===== src/rtl/tskf_pkg.sv =====
`default_nettype none
package tskf_pkg;

    localparam int REM_W = 67;
    localparam int CNT_W = 6;
    localparam int QUOT_W = 32;

    typedef enum logic [2:0] {
        REG_PROCESS_NOISE = 3'd0,
        REG_FIRST_NOISE   = 3'd1,
        REG_SECOND_NOISE  = 3'd2,
        REG_SAMPLE_SCALE  = 3'd3,
        REG_START_VAR     = 3'd4
    } reg_idx_t;

    localparam logic [31:0] RST_PROCESS_NOISE = 32'd120;
    localparam logic [31:0] RST_SENSOR_NOISE  = 32'd120;
    localparam logic [15:0] RST_SAMPLE_SCALE  = 16'd1;
    localparam logic [31:0] RST_START_VAR     = 32'd10;
    localparam logic [31:0] RST_VARIANCE      = 32'd10;

    typedef struct packed {
        logic             start;
        logic             no_shift_first;
        logic [CNT_W-1:0] steps;
    } div_req_t;

endpackage
`default_nettype wire


===== src/rtl/tskf_mul.sv =====
`default_nettype none
module tskf_mul import tskf_pkg::*; (
    input  wire logic        aclk,
    input  wire logic [31:0] op_a,
    input  wire logic [31:0] op_b,
    output logic      [63:0] prod
);

    logic [63:0] prod_reg;

    always_ff @(posedge aclk) begin
        prod_reg <= 64'(op_a) * 64'(op_b);
    end

    assign prod = prod_reg;

endmodule
`default_nettype wire


===== src/rtl/tskf_div.sv =====
`default_nettype none
module tskf_div import tskf_pkg::*; (
    input  wire logic              aclk,
    input  wire logic              aresetn,
    input  wire div_req_t          req,
    input  wire logic [REM_W-1:0]  rem_init,
    input  wire logic [REM_W-1:0]  den,
    input  wire logic [31:0]       dividend,
    output logic      [QUOT_W-1:0] quot,
    output logic                   done
);

    logic             busy_reg;
    logic             done_reg;
    logic             first_reg;
    logic             no_shift_reg;
    logic [CNT_W-1:0] cnt_reg;
    logic [REM_W-1:0] rem_reg;
    logic [REM_W-1:0] den_reg;
    logic [31:0]      dvd_reg;
    logic [QUOT_W-1:0] q_reg;

    logic             shift;
    logic [REM_W-1:0] trial;
    logic             ge;
    logic [REM_W-1:0] rem_next;

    always_comb begin
        shift    = !(first_reg && no_shift_reg);
        trial    = shift ? {rem_reg[REM_W-2:0], dvd_reg[31]} : rem_reg;
        ge       = (trial >= den_reg);
        rem_next = ge ? (trial - den_reg) : trial;
    end

    always_ff @(posedge aclk) begin
        if (!aresetn) begin
            busy_reg <= 1'b0;
            done_reg <= 1'b0;
            cnt_reg  <= '0;
        end else begin
            done_reg <= 1'b0;
            if (req.start && !busy_reg) begin
                busy_reg <= 1'b1;
                cnt_reg  <= req.steps;
            end else if (busy_reg) begin
                cnt_reg <= cnt_reg - CNT_W'(1);
                if (cnt_reg == CNT_W'(1)) begin
                    busy_reg <= 1'b0;
                    done_reg <= 1'b1;
                end
            end
        end
    end

    always_ff @(posedge aclk) begin
        if (req.start && !busy_reg) begin
            rem_reg      <= rem_init;
            den_reg      <= den;
            dvd_reg      <= dividend;
            q_reg        <= '0;
            first_reg    <= 1'b1;
            no_shift_reg <= req.no_shift_first;
        end else if (busy_reg) begin
            rem_reg   <= rem_next;
            q_reg     <= {q_reg[QUOT_W-2:0], ge};
            first_reg <= 1'b0;
            if (shift) begin
                dvd_reg <= {dvd_reg[30:0], 1'b0};
            end
        end
    end

    assign quot = q_reg;
    assign done = done_reg;

endmodule
`default_nettype wire


===== src/rtl/two_sensor_kalman_fusion.sv =====
// Channel  Direction  Ports                 Contents
// s_       in         tvalid/tready/tdata   sensor_a, sensor_b; tuser = opcode
// m_       out        tvalid/tready/tdata   filtered_value, current_variance
// apb      in         psel..prdata          five registers at 4*i (scale 16-bit)
//
// A shared restoring divider, one quotient bit per cycle, is run for both gains
// and for the output scaling; a shared multiplier serves every product.
// Reset is synchronous and active low; no clearing pass is needed.
// A waiting result does not block intake; a stalled result stalls only the final step.
`default_nettype none
module two_sensor_kalman_fusion import tskf_pkg::*; #(
    parameter int GAIN_FRACTION_BITS = 16
) (
    input  wire logic        aclk,
    input  wire logic        aresetn,
    input  wire logic        s_tvalid,
    output logic             s_tready,
    input  wire logic [31:0] s_tdata,  // sensor_a [15:0], sensor_b [31:16]
    input  wire logic        s_tuser,  // opcode [0]
    output logic             m_tvalid,
    input  wire logic        m_tready,
    output logic      [47:0] m_tdata,  // filtered_value [15:0], current_variance [47:16]
    input  wire logic        psel,
    input  wire logic        penable,
    input  wire logic        pwrite,
    input  wire logic [4:0]  paddr,
    input  wire logic [31:0] pwdata,
    output logic      [31:0] prdata,
    output logic             pready
);

    localparam int F = GAIN_FRACTION_BITS;
    localparam int GW = F + 1;
    localparam int ACC_W = F + 34;
    localparam logic [GW-1:0] FULL = GW'(1) << F;
    localparam logic [GW-1:0] HALF = GW'(1) << (F - 1);

    typedef enum logic [4:0] {
        S_IDLE, S_SA, S_SB, S_PRED, S_PR1, S_PR2, S_R1R2, S_SUMD, S_G1, S_G1W, S_G2W,
        S_W, S_XW, S_G1SA, S_G2SB, S_ACC, S_PW, S_VAR, S_OSTART, S_OUTW, S_OUT
    } state_t;

    state_t      state_reg;
    logic [31:0] pnoise_reg, r1_reg, r2_reg, svar_reg;
    logic [15:0] scale_reg;
    logic        op_reg;
    logic [15:0] a_reg, b_reg;
    logic [31:0] sa_reg, sb_reg, est_reg, var_reg, p_reg;
    logic [63:0] pr1_reg, pr2_reg;
    logic [65:0] den_reg;
    logic [GW-1:0] g1_reg, g2_reg, w_reg;
    logic [ACC_W-1:0] acc_reg;
    logic [15:0] fv_reg;
    logic        m_tvalid_reg;
    logic [47:0] m_tdata_reg;

    logic [15:0] scale_eff;
    logic [31:0] mul_a, mul_b;
    logic [63:0] prod;
    logic [32:0] p_sum;
    div_req_t    div_req;
    logic [REM_W-1:0] div_rem, div_den;
    logic [31:0] div_dvd;
    logic [QUOT_W-1:0] quot;
    logic        div_done;
    logic        cfg_wr;
    reg_idx_t    cfg_idx;

    assign scale_eff = (scale_reg == 16'd0) ? 16'd1 : scale_reg;
    assign p_sum = {1'b0, var_reg} + {1'b0, pnoise_reg};
    assign cfg_wr = psel && penable && pwrite;
    assign cfg_idx = reg_idx_t'(paddr[4:2]);
    assign pready = 1'b1;
    assign s_tready = (state_reg == S_IDLE);
    assign m_tvalid = m_tvalid_reg;
    assign m_tdata = m_tdata_reg;

    always_comb begin
        unique case (cfg_idx)
            REG_PROCESS_NOISE: prdata = pnoise_reg;
            REG_FIRST_NOISE:   prdata = r1_reg;
            REG_SECOND_NOISE:  prdata = r2_reg;
            REG_SAMPLE_SCALE:  prdata = {16'd0, scale_reg};
            REG_START_VAR:     prdata = svar_reg;
            default:           prdata = 32'd0;
        endcase
    end

    always_comb begin
        unique case (state_reg)
            S_SA:    begin mul_a = {16'd0, a_reg};  mul_b = {16'd0, scale_eff}; end
            S_SB:    begin mul_a = {16'd0, b_reg};  mul_b = {16'd0, scale_eff}; end
            S_PR1:   begin mul_a = p_reg;           mul_b = r1_reg;             end
            S_PR2:   begin mul_a = p_reg;           mul_b = r2_reg;             end
            S_R1R2:  begin mul_a = r1_reg;          mul_b = r2_reg;             end
            S_XW:    begin mul_a = est_reg;         mul_b = 32'(w_reg);         end
            S_G1SA:  begin mul_a = 32'(g1_reg);     mul_b = sa_reg;             end
            S_G2SB:  begin mul_a = 32'(g2_reg);     mul_b = sb_reg;             end
            S_PW:    begin mul_a = p_reg;           mul_b = 32'(w_reg);         end
            default: begin mul_a = 32'd0;           mul_b = 32'd0;              end
        endcase
    end

    always_comb begin
        div_req.start          = 1'b0;
        div_req.no_shift_first = 1'b1;
        div_req.steps          = CNT_W'(GW);
        div_rem                = REM_W'(pr2_reg);
        div_den                = REM_W'(den_reg);
        div_dvd                = 32'd0;
        if (state_reg == S_G1) begin
            div_req.start = (den_reg != 66'd0);
        end else if (state_reg == S_G1W) begin
            div_req.start = div_done;
            div_rem       = REM_W'(pr1_reg);
        end else if (state_reg == S_OSTART) begin
            div_req.start          = 1'b1;
            div_req.no_shift_first = 1'b0;
            div_req.steps          = CNT_W'(QUOT_W);
            div_rem                = '0;
            div_den                = REM_W'(scale_eff);
            div_dvd                = est_reg;
        end
    end

    tskf_mul u_mul (
        .aclk (aclk),
        .op_a (mul_a),
        .op_b (mul_b),
        .prod (prod)
    );

    tskf_div u_div (
        .aclk     (aclk),
        .aresetn  (aresetn),
        .req      (div_req),
        .rem_init (div_rem),
        .den      (div_den),
        .dividend (div_dvd),
        .quot     (quot),
        .done     (div_done)
    );

    always_ff @(posedge aclk) begin
        if (!aresetn) begin
            state_reg    <= S_IDLE;
            m_tvalid_reg <= 1'b0;
            pnoise_reg   <= RST_PROCESS_NOISE;
            r1_reg       <= RST_SENSOR_NOISE;
            r2_reg       <= RST_SENSOR_NOISE;
            scale_reg    <= RST_SAMPLE_SCALE;
            svar_reg     <= RST_START_VAR;
            est_reg      <= 32'd0;
            var_reg      <= RST_VARIANCE;
        end else begin
            if (m_tvalid_reg && m_tready && state_reg != S_OUT) begin
                m_tvalid_reg <= 1'b0;
            end
            if (cfg_wr) begin
                unique case (cfg_idx)
                    REG_PROCESS_NOISE: pnoise_reg <= pwdata;
                    REG_FIRST_NOISE:   r1_reg     <= pwdata;
                    REG_SECOND_NOISE:  r2_reg     <= pwdata;
                    REG_SAMPLE_SCALE:  scale_reg  <= pwdata[15:0];
                    REG_START_VAR:     svar_reg   <= pwdata;
                    default:           ;
                endcase
            end
            unique case (state_reg)
                S_IDLE: begin
                    if (s_tvalid) begin
                        op_reg    <= s_tuser;
                        a_reg     <= s_tdata[15:0];
                        b_reg     <= s_tdata[31:16];
                        state_reg <= S_SA;
                    end
                end
                S_SA: state_reg <= S_SB;
                S_SB: begin
                    sa_reg    <= prod[31:0];
                    state_reg <= S_PRED;
                end
                S_PRED: begin
                    if (op_reg) begin
                        est_reg   <= 32'(({1'b0, sa_reg} + {1'b0, prod[31:0]}) >> 1);
                        var_reg   <= svar_reg;
                        state_reg <= S_OSTART;
                    end else begin
                        sb_reg    <= prod[31:0];
                        p_reg     <= p_sum[32] ? 32'hFFFF_FFFF : p_sum[31:0];
                        state_reg <= S_PR1;
                    end
                end
                S_PR1: state_reg <= S_PR2;
                S_PR2: begin
                    pr1_reg   <= prod;
                    state_reg <= S_R1R2;
                end
                S_R1R2: begin
                    pr2_reg   <= prod;
                    den_reg   <= 66'(pr1_reg) + 66'(prod);
                    state_reg <= S_SUMD;
                end
                S_SUMD: begin
                    den_reg   <= den_reg + 66'(prod);
                    state_reg <= S_G1;
                end
                S_G1: begin
                    if (den_reg == 66'd0) begin
                        g1_reg    <= (p_reg != 32'd0) ? HALF : '0;
                        g2_reg    <= (p_reg != 32'd0) ? HALF : '0;
                        state_reg <= S_W;
                    end else begin
                        state_reg <= S_G1W;
                    end
                end
                S_G1W: begin
                    if (div_done) begin
                        g1_reg    <= quot[GW-1:0];
                        state_reg <= S_G2W;
                    end
                end
                S_G2W: begin
                    if (div_done) begin
                        g2_reg    <= quot[GW-1:0];
                        state_reg <= S_W;
                    end
                end
                S_W: begin
                    w_reg     <= FULL - g1_reg - g2_reg;
                    state_reg <= S_XW;
                end
                S_XW: state_reg <= S_G1SA;
                S_G1SA: begin
                    acc_reg   <= prod[ACC_W-1:0] + ACC_W'(HALF);
                    state_reg <= S_G2SB;
                end
                S_G2SB: begin
                    acc_reg   <= acc_reg + prod[ACC_W-1:0];
                    state_reg <= S_ACC;
                end
                S_ACC: begin
                    acc_reg   <= acc_reg + prod[ACC_W-1:0];
                    state_reg <= S_PW;
                end
                S_PW: begin
                    est_reg   <= acc_reg[F+31:F];
                    state_reg <= S_VAR;
                end
                S_VAR: begin
                    var_reg   <= prod[F+31:F];
                    state_reg <= S_OSTART;
                end
                S_OSTART: state_reg <= S_OUTW;
                S_OUTW: begin
                    if (div_done) begin
                        fv_reg    <= (quot[31:16] != 16'd0) ? 16'hFFFF : quot[15:0];
                        state_reg <= S_OUT;
                    end
                end
                S_OUT: begin
                    if (!m_tvalid_reg || m_tready) begin
                        m_tvalid_reg <= 1'b1;
                        m_tdata_reg  <= {var_reg, fv_reg};
                        state_reg    <= S_IDLE;
                    end
                end
                default: state_reg <= S_IDLE;
            endcase
        end
    end

    a_done_state: assert property (@(posedge aclk) disable iff (!aresetn)
        div_done |-> (state_reg == S_G1W || state_reg == S_G2W || state_reg == S_OUTW))
        else $error("divider finished outside a wait state");

    a_accept_next: assert property (@(posedge aclk) disable iff (!aresetn)
        s_tvalid && s_tready |=> state_reg == S_SA)
        else $error("accepted word did not start the sequence");

    a_gain_sum: assert property (@(posedge aclk) disable iff (!aresetn)
        state_reg == S_W |-> ({1'b0, g1_reg} + {1'b0, g2_reg}) <= {1'b0, FULL})
        else $error("gain sum exceeds unity");

    a_out_origin: assert property (@(posedge aclk) disable iff (!aresetn)
        $rose(m_tvalid) |-> $past(state_reg) == S_OUT)
        else $error("result raised outside the output step");

endmodule
`default_nettype wire


===== config.mk =====
export PLATFORM = sky130hd
export DESIGN_NAME = two_sensor_kalman_fusion
export DESIGN_NICKNAME = d
export VERILOG_FILES = /design/src/rtl/tskf_pkg.sv /design/src/rtl/tskf_mul.sv /design/src/rtl/tskf_div.sv /design/src/rtl/two_sensor_kalman_fusion.sv
export SDC_FILE = /design/constraint.sdc
export NUM_CORES = 2
export LEC_CHECK = 0
export ABC_AREA = 1
export BUFFER_PORTS_ARGS = -buffer_cell sky130_fd_sc_hd__buf_2
export CELL_PAD_IN_SITES_DETAIL_PLACEMENT = 1
export CELL_PAD_IN_SITES_GLOBAL_PLACEMENT = 2
export CORE_MARGIN = 3
export CORE_UTILIZATION = 38
export DETAILED_ROUTE_END_ITERATION = 16
export PLACE_DENSITY_LB_ADDON = 0.1
export SLEW_MARGIN = 10
export SYNTH_ARGS = -nofsm -noshare
export SYNTH_HDL_FRONTEND = slang
export SYNTH_HIERARCHICAL = 1
export SYNTH_SLANG_ARGS = --single-unit

===== constraint.sdc =====
create_clock -name aclk -period 10.55 [get_ports aclk]
set_input_delay 1.055 -clock aclk [delete_from_list [all_inputs] [get_ports aclk]]
set_output_delay 1.055 -clock aclk [all_outputs]
set_load 0.02 [all_outputs]

After elaboration in Yosys (flattened, before gate mapping)
Cells that the tools add are included.

Logic and storage cells: 188. Input port bits: 77. Output and inout bits: 83. Register bits: 974.

Magnitude comparators: 1. Mux-type cells: 53. Reductions and logical operators: 51. $mul: 1. Equality and inequality tests: 34. Add/subtract/negate cells: 10. Bitwise gates (word level): 3.

Operators with widths (number): 67-bit 2-to-1 mux (4); 32-bit 2-to-1 mux (8); 32-bit case mux with 7 select lines (1); 66-bit 2-to-1 mux (3); 64-bit 2-to-1 mux (3); 32-bit case mux with 6 select lines (1); 32-bit case mux with 5 select lines (1); 66-bit case mux with 2 select lines (1); 32-bit case mux with 2 select lines (2); 5-bit case mux with 21 select lines (1); 50-bit case mux with 2 select lines (1); 17-bit case mux with 2 select lines (2); 67-bit >= comparator (1); 67-bit subtractor (1); 32-bit by 32-bit adder with 33-bit output (2); 66-bit by 64-bit adder with 66-bit output (1); 66-bit zero test (1); 66-bit nonzero test (1); 64-bit by 64-bit adder with 65-bit output (1); 32-bit by 32-bit multiplier with 64-bit output (1); 50-bit by 16-bit adder with 50-bit output (second input constant) (1); 50-bit adder (1); 5-bit by 4-bit == test with 1-bit output (second input constant) (8); 17-bit 2-to-1 mux (2); other kinds (36) (104).

Longest topological paths before layout
Depth after elaboration: 7. Mapped depth: 42. Mapped depth without buffers: 40.

By module
Netlist, hierarchy kept.

Modules (own cells, without submodules): two_sensor_kalman_fusion (cells each 7091, area each 49532.5 µm², times used 1, seq. area each 18878.1 µm²); tskf_mul (cells each 5086, area each 37677.4 µm², times used 1, seq. area each 1281.2 µm²); tskf_div (cells each 2321, area each 15596.2 µm², times used 1, seq. area each 5835.6 µm²).

Least setup slack after synthesis
Ideal clock, no wire load.

Path kind: register -> register. Start: register state_reg[1]. End: register u_mul.prod_reg[62], in the netlist u_mul/prod[62]. Required time: 10.438 ns. Arrival time: 7.401 ns. Clock period less this slack: 7.513 ns. Stages on the path, launching flop included: 34. Slack: 3.037 ns. Path buffers: 2. Library setup time: 0.112 ns. Cells stage by stage: dfxtp_1 -> inv_2 -> nor2_2 -> inv_2 -> nor2_2 -> inv_2 -> clkbuf_1 -> o21ai_0 -> clkbuf_1 -> nand2_1 -> fa_1 -> inv_1 -> fa_1 -> fa_1 -> inv_1 -> fa_1 -> inv_1 -> fa_1 -> fa_1 -> fa_1 -> inv_1 -> fa_1 -> inv_1 -> ha_1 -> nand2_1 -> inv_1 -> a21oi_1 -> nand2_1 -> nand2_1 -> nand2_1 -> a21oi_1 -> nand2_1 -> nand2_1 -> nand2_1.

Longest elaborated chain between the ends: 4. Elaborated cells on any way between the ends: 16. Those cells by class: 1 x mul; 9 x eq/ne; 2 x mux; 4 x reduce/logical.

Ends and longest elaborated chain: start: declaration (RTL line two_sensor_kalman_fusion.sv:43) `state_t state_reg;`; start signal: assignment (RTL line two_sensor_kalman_fusion.sv:146) `state_reg <= S_IDLE;`; start signal: assignment (RTL line two_sensor_kalman_fusion.sv:175) `state_reg <= S_SA;`; start signal: assignment (RTL line two_sensor_kalman_fusion.sv:178) `S_SA: state_reg <= S_SB;`; 5-bit == test / 5-bit by 3-bit == test with 1-bit output (equally long branches) (RTL line two_sensor_kalman_fusion.sv:90) `unique case (state_reg)`; 3-bit OR reduction (no line); 32-bit case mux with 7 select lines * (RTL line two_sensor_kalman_fusion.sv:90); via mul_a[29] (RTL line two_sensor_kalman_fusion.sv:58) `logic [31:0] mul_a, mul_b;`; 32-bit by 32-bit multiplier with 64-bit output * (RTL line tskf_mul.sv:12) `prod_reg <= 64'(op_a) * 64'(op_b);`; end signal: assignment (RTL line tskf_mul.sv:12); end: declaration (RTL line tskf_mul.sv:9) `logic [63:0] prod_reg;`.

The timed path passes the listed nets; every way through them passes the cells marked *. A chain may end at the register's enable or synchronous reset.

Worst setup path after layout
Start: register state_reg[3]. End: register u_mul.prod_reg[56], in the netlist u_mul/prod[56].

Longest elaborated chain between the ends: 4. Elaborated cells on any way between the ends: 16. Those cells by class: 1 x mul; 9 x eq/ne; 2 x mux; 4 x reduce/logical.

Ends and longest elaborated chain (RTL line): 5-bit == test (tied with other cells) (two_sensor_kalman_fusion.sv:90); 2-bit OR reduction (no line); 32-bit case mux with 6 select lines * (two_sensor_kalman_fusion.sv:90); via mul_b[27] (two_sensor_kalman_fusion.sv:58); 32-bit by 32-bit multiplier with 64-bit output * (tskf_mul.sv:12).

Marks and branches as above.

==> results.py <==
metrics = {
    "status": {
        "status": "finished, final reports clean",
    },
    "yosys": {
        "synth_ff_type": "edfxtp_1",
        "syn-instance-count": 14500,
        "yosys.area.top_type_share_pct": 19.07,
        "postSynthAreaPerCell_um2": 7.091,
        "async_flop_share_pct": 0,
        "synth_area_um2": 102800,
        "ys_ff_latch": 972,
        "synth-edff-count": 653,
        "yosysUniqueCellTypes": 66,
        "yosysTopAreaCell": "edfxtp_1",
        "synth_seq_area_share_pct": 25.29,
        "synth_warnings": 6,
        "synthTopCellsByArea": "edfxtp_1 19%, fa_1 18%, nand2_1 17%",
    },
    "drt": {
        "drc": 0,
        "drt-wirelength-per-cell_um": 26.25,
        "firstDrtPassIters": 5,
        "dr_wl_met2_um": 230500,
        "drt-met1-wl_um": 190500,
        "drt_wl_total_um": 478500,
        "vias": 96570,
        "top_layer_used": "met5",
        "initialDrtViolationCount": 7200,
        "viasPerCell": 5.299,
        "antenna_left": 0,
        "met3_length_um": 23950,
    },
    "sta": {
        "slew_violations": 0,
        "period_share_pct": 91.39,
        "worst_slew_pin_slew_ps": 1188,
        "fmax_mhz": 103.7,
        "rsz0062_at_grt": "no",
        "setup_viol": 0,
        "hold_viol": 0,
        "finalClockSkew_ps": 132.1,
        "relSlewSlack_pct": 20.67,
        "fin_setup_tns_ps": 0,
        "finalCriticalPeriod_ps": 9641,
    },
    "critical_path": {
        "startpoint_type": "flip-flop",
        "cp_slowest_cell": "nand3_1",
        "rrSetupSlack_ps": 910,
        "r2r_end": "u_mul/prod[56]",
        "path_class": "flip-flop to flip-flop",
        "reg2regPathDepth": 31,
        "endpoint_kind": "flip-flop",
        "slowest_delay_ps": 750,
        "arrival_ps": 10390,
        "crit_top_cell": "nand2_1",
        "r2r-start": "state_reg[3]",
        "critical_path.max_fanout": 18,
        "worstPathRequired_ps": 11300,
    },
    "layout": {
        "nFillCells": 34010,
        "layout-drive-gt1-share_pct": 5.459,
        "fin_area_um2": 112400,
        "nets": 16140,
        "layout_commonest_cell": "nand2_1",
        "multiInputGateArea_um2": 63210,
        "layout_common_cells": "4649 x nand2_1, 3263 x inv_1, 1023 x nor2_1",
        "syn2layout_area_growth_pct": 9.290,
        "seqCellArea_um2": 26000,
    },
    "clock_tree": {
        "ctsHoldBuffers": 0,
        "clk_pin_slew_ps": 60,
        "cts.sinks": 972,
        "cts_setup_buffers": 0,
        "cts_buffers": 117,
        "insertion_delay_ps": 920,
        "htree_levels": 3,
        "tritoncts": "done",
        "ctsResizeCount": 0,
        "clockBufferDepth": 4,
        "root_buffer": "clkbuf_16",
    },
    "flow_run": {
        "drv_cap": 0,
    },
    "placement": {
        "place.detailed.hpwl_um": 392900,
        "io_buffers": 156,
        "placed_cell_area_um2": 108500,
        "place.gp.congestion": 0.9889,
    },
    "floorplanning": {
        "num_io_pins": 160,
        "dieArea_um2": 276800,
        "dieHeight_um": 526.1,
        "die_w_um": 526.1,
        "rows": 190,
        "core_area_um2": 268600,
        "start_util_pct": 38.27,
    },
    "grt": {
        "gr-total-overflow": 0,
        "grt_start_max_net_pins": 124,
        "grt_use_total_pct": 33.99,
        "grt_pass1_vias": 101400,
        "antenna_found_initial": 27,
        "grt_pass1_wl_um": 689000,
    },
    "power_and_ir_drop": {
        "leakagePower_nw": 60.48,
        "ir_worst_vdd_v": 0.0001253,
        "powerDensity_nw_per_um2": 121.7,
    },
    "worst_hold_path": {
        "hold_class": "input pin to flip-flop",
        "hp-start": "s_tdata[21]",
        "worstHoldEndpoint": "b_reg[5]",
        "hold_depth": 1,
    },
}
[worst max path at each step]
| stage | startpoint | to | depth (start not counted) | slack, ps |
|---|---|---|---|---|
| final | state_reg[3] | u_mul/prod[56] | 31 | 910 |
| after global routing | state_reg[3] | u_mul/prod[42] | 37 | 460 |
| after CTS | state_reg[3] | u_mul/prod[60] | 33 | 990 |
| after detailed placement | state_reg[3] | u_mul/prod[58] | 37 | 1120 |
| after global placement | state_reg[1] | u_mul/prod[56] | 29 | 1160 |
| after floorplan | state_reg[1] | u_mul/prod[62] | 33 | 3040 |
[report_power, final]
group	total [W]	leakage, nW	internal (W)	switching [W]
logic	0.00507	50.1	0.00125	0.00381
registers	0.00452	8.55	0.00434	0.000173
clock network	0.00410	1.84	0.00229	0.00180
[layer usage]
layer / up-vias / track usage, %
met3: 847 / 3.478
met2: 2884 / 58.49
met4: 8 / 19.71
li1: 44450 / -
met5: - / 0
met1: 48380 / 41.30
[Yosys cell counts (18+ instances only)]
cell	instances
nor2_1	1034
a221oi_1	37
nor4_1	41
a31oi_1	35
buf_2	57
nand2_2	23
o21ai_0	446
o22ai_1	37
a22oi_1	51
o21bai_1	58
nor3_1	83
clkbuf_1	338
a22o_1	71
inv_2	45
fa_1	903
o211ai_1	31
xnor2_1	71
o2111ai_1	27
edfxtp_1	653
a21oi_1	500
or2_2	21
nand3_1	552
ha_1	602
nand3b_1	59
o21ai_1	21
o221ai_1	20
nor2_2	47
dfxtp_1	319
inv_1	3264
xor2_1	98
nand2_1	4650
a21o_1	18
nand3_2	28
nand4_1	148
[cell type report]
cell class	count	share of cell area [%]
diodes	19	0.04232
clock buffers	154	2.856
clock inverters	60	0.4933
inverters	3314	11.08
multi-input cells	9795	56.26
flip-flops and latches	972	23.14
well taps	3552	3.955
repair buffers	359	2.179
[through the flow]
step	instances	power (W)	util (%)	setup WS, ps	hold WS (ps)
final	18230	0.01368	41.83	908.7	334.7
after global placement	17990	0.009497	40.40	1160	409.2
after floorplan	14500	0.007246	-	3037	400.3
after detailed placement	17990	0.009595	40.40	1117	409.3
after global routing	18210	0.01427	41.81	461.9	308.7
after CTS	18210	0.01370	41.81	994.8	276.1
[critical path, delay by kind of cell (launching register included)]
kind	cells	cell delay [ps]
flip-flops	1	420
AND/OR/NAND/NOR	14	3000
buffers and inverters	8	1570
adder cells (fa/ha/maj)	9	4400
[cell families (layout without fill, tap and decap cells)]
logic type	Yosys count	after routing	synth area share, %
DFF	972	972	25.29
other	2	27	0.007305
xor gates and xnor gates	169	169	1.440
muxes	1	1	0.009737
AOI/OAI and AO/OA	1378	1378	7.832
buffers and inverters	3737	3887	13.81
adders and majority gates	1505	1505	24.91
and+or+nand+nor	6734	6734	26.70
(Power assumes the default switching activity.)
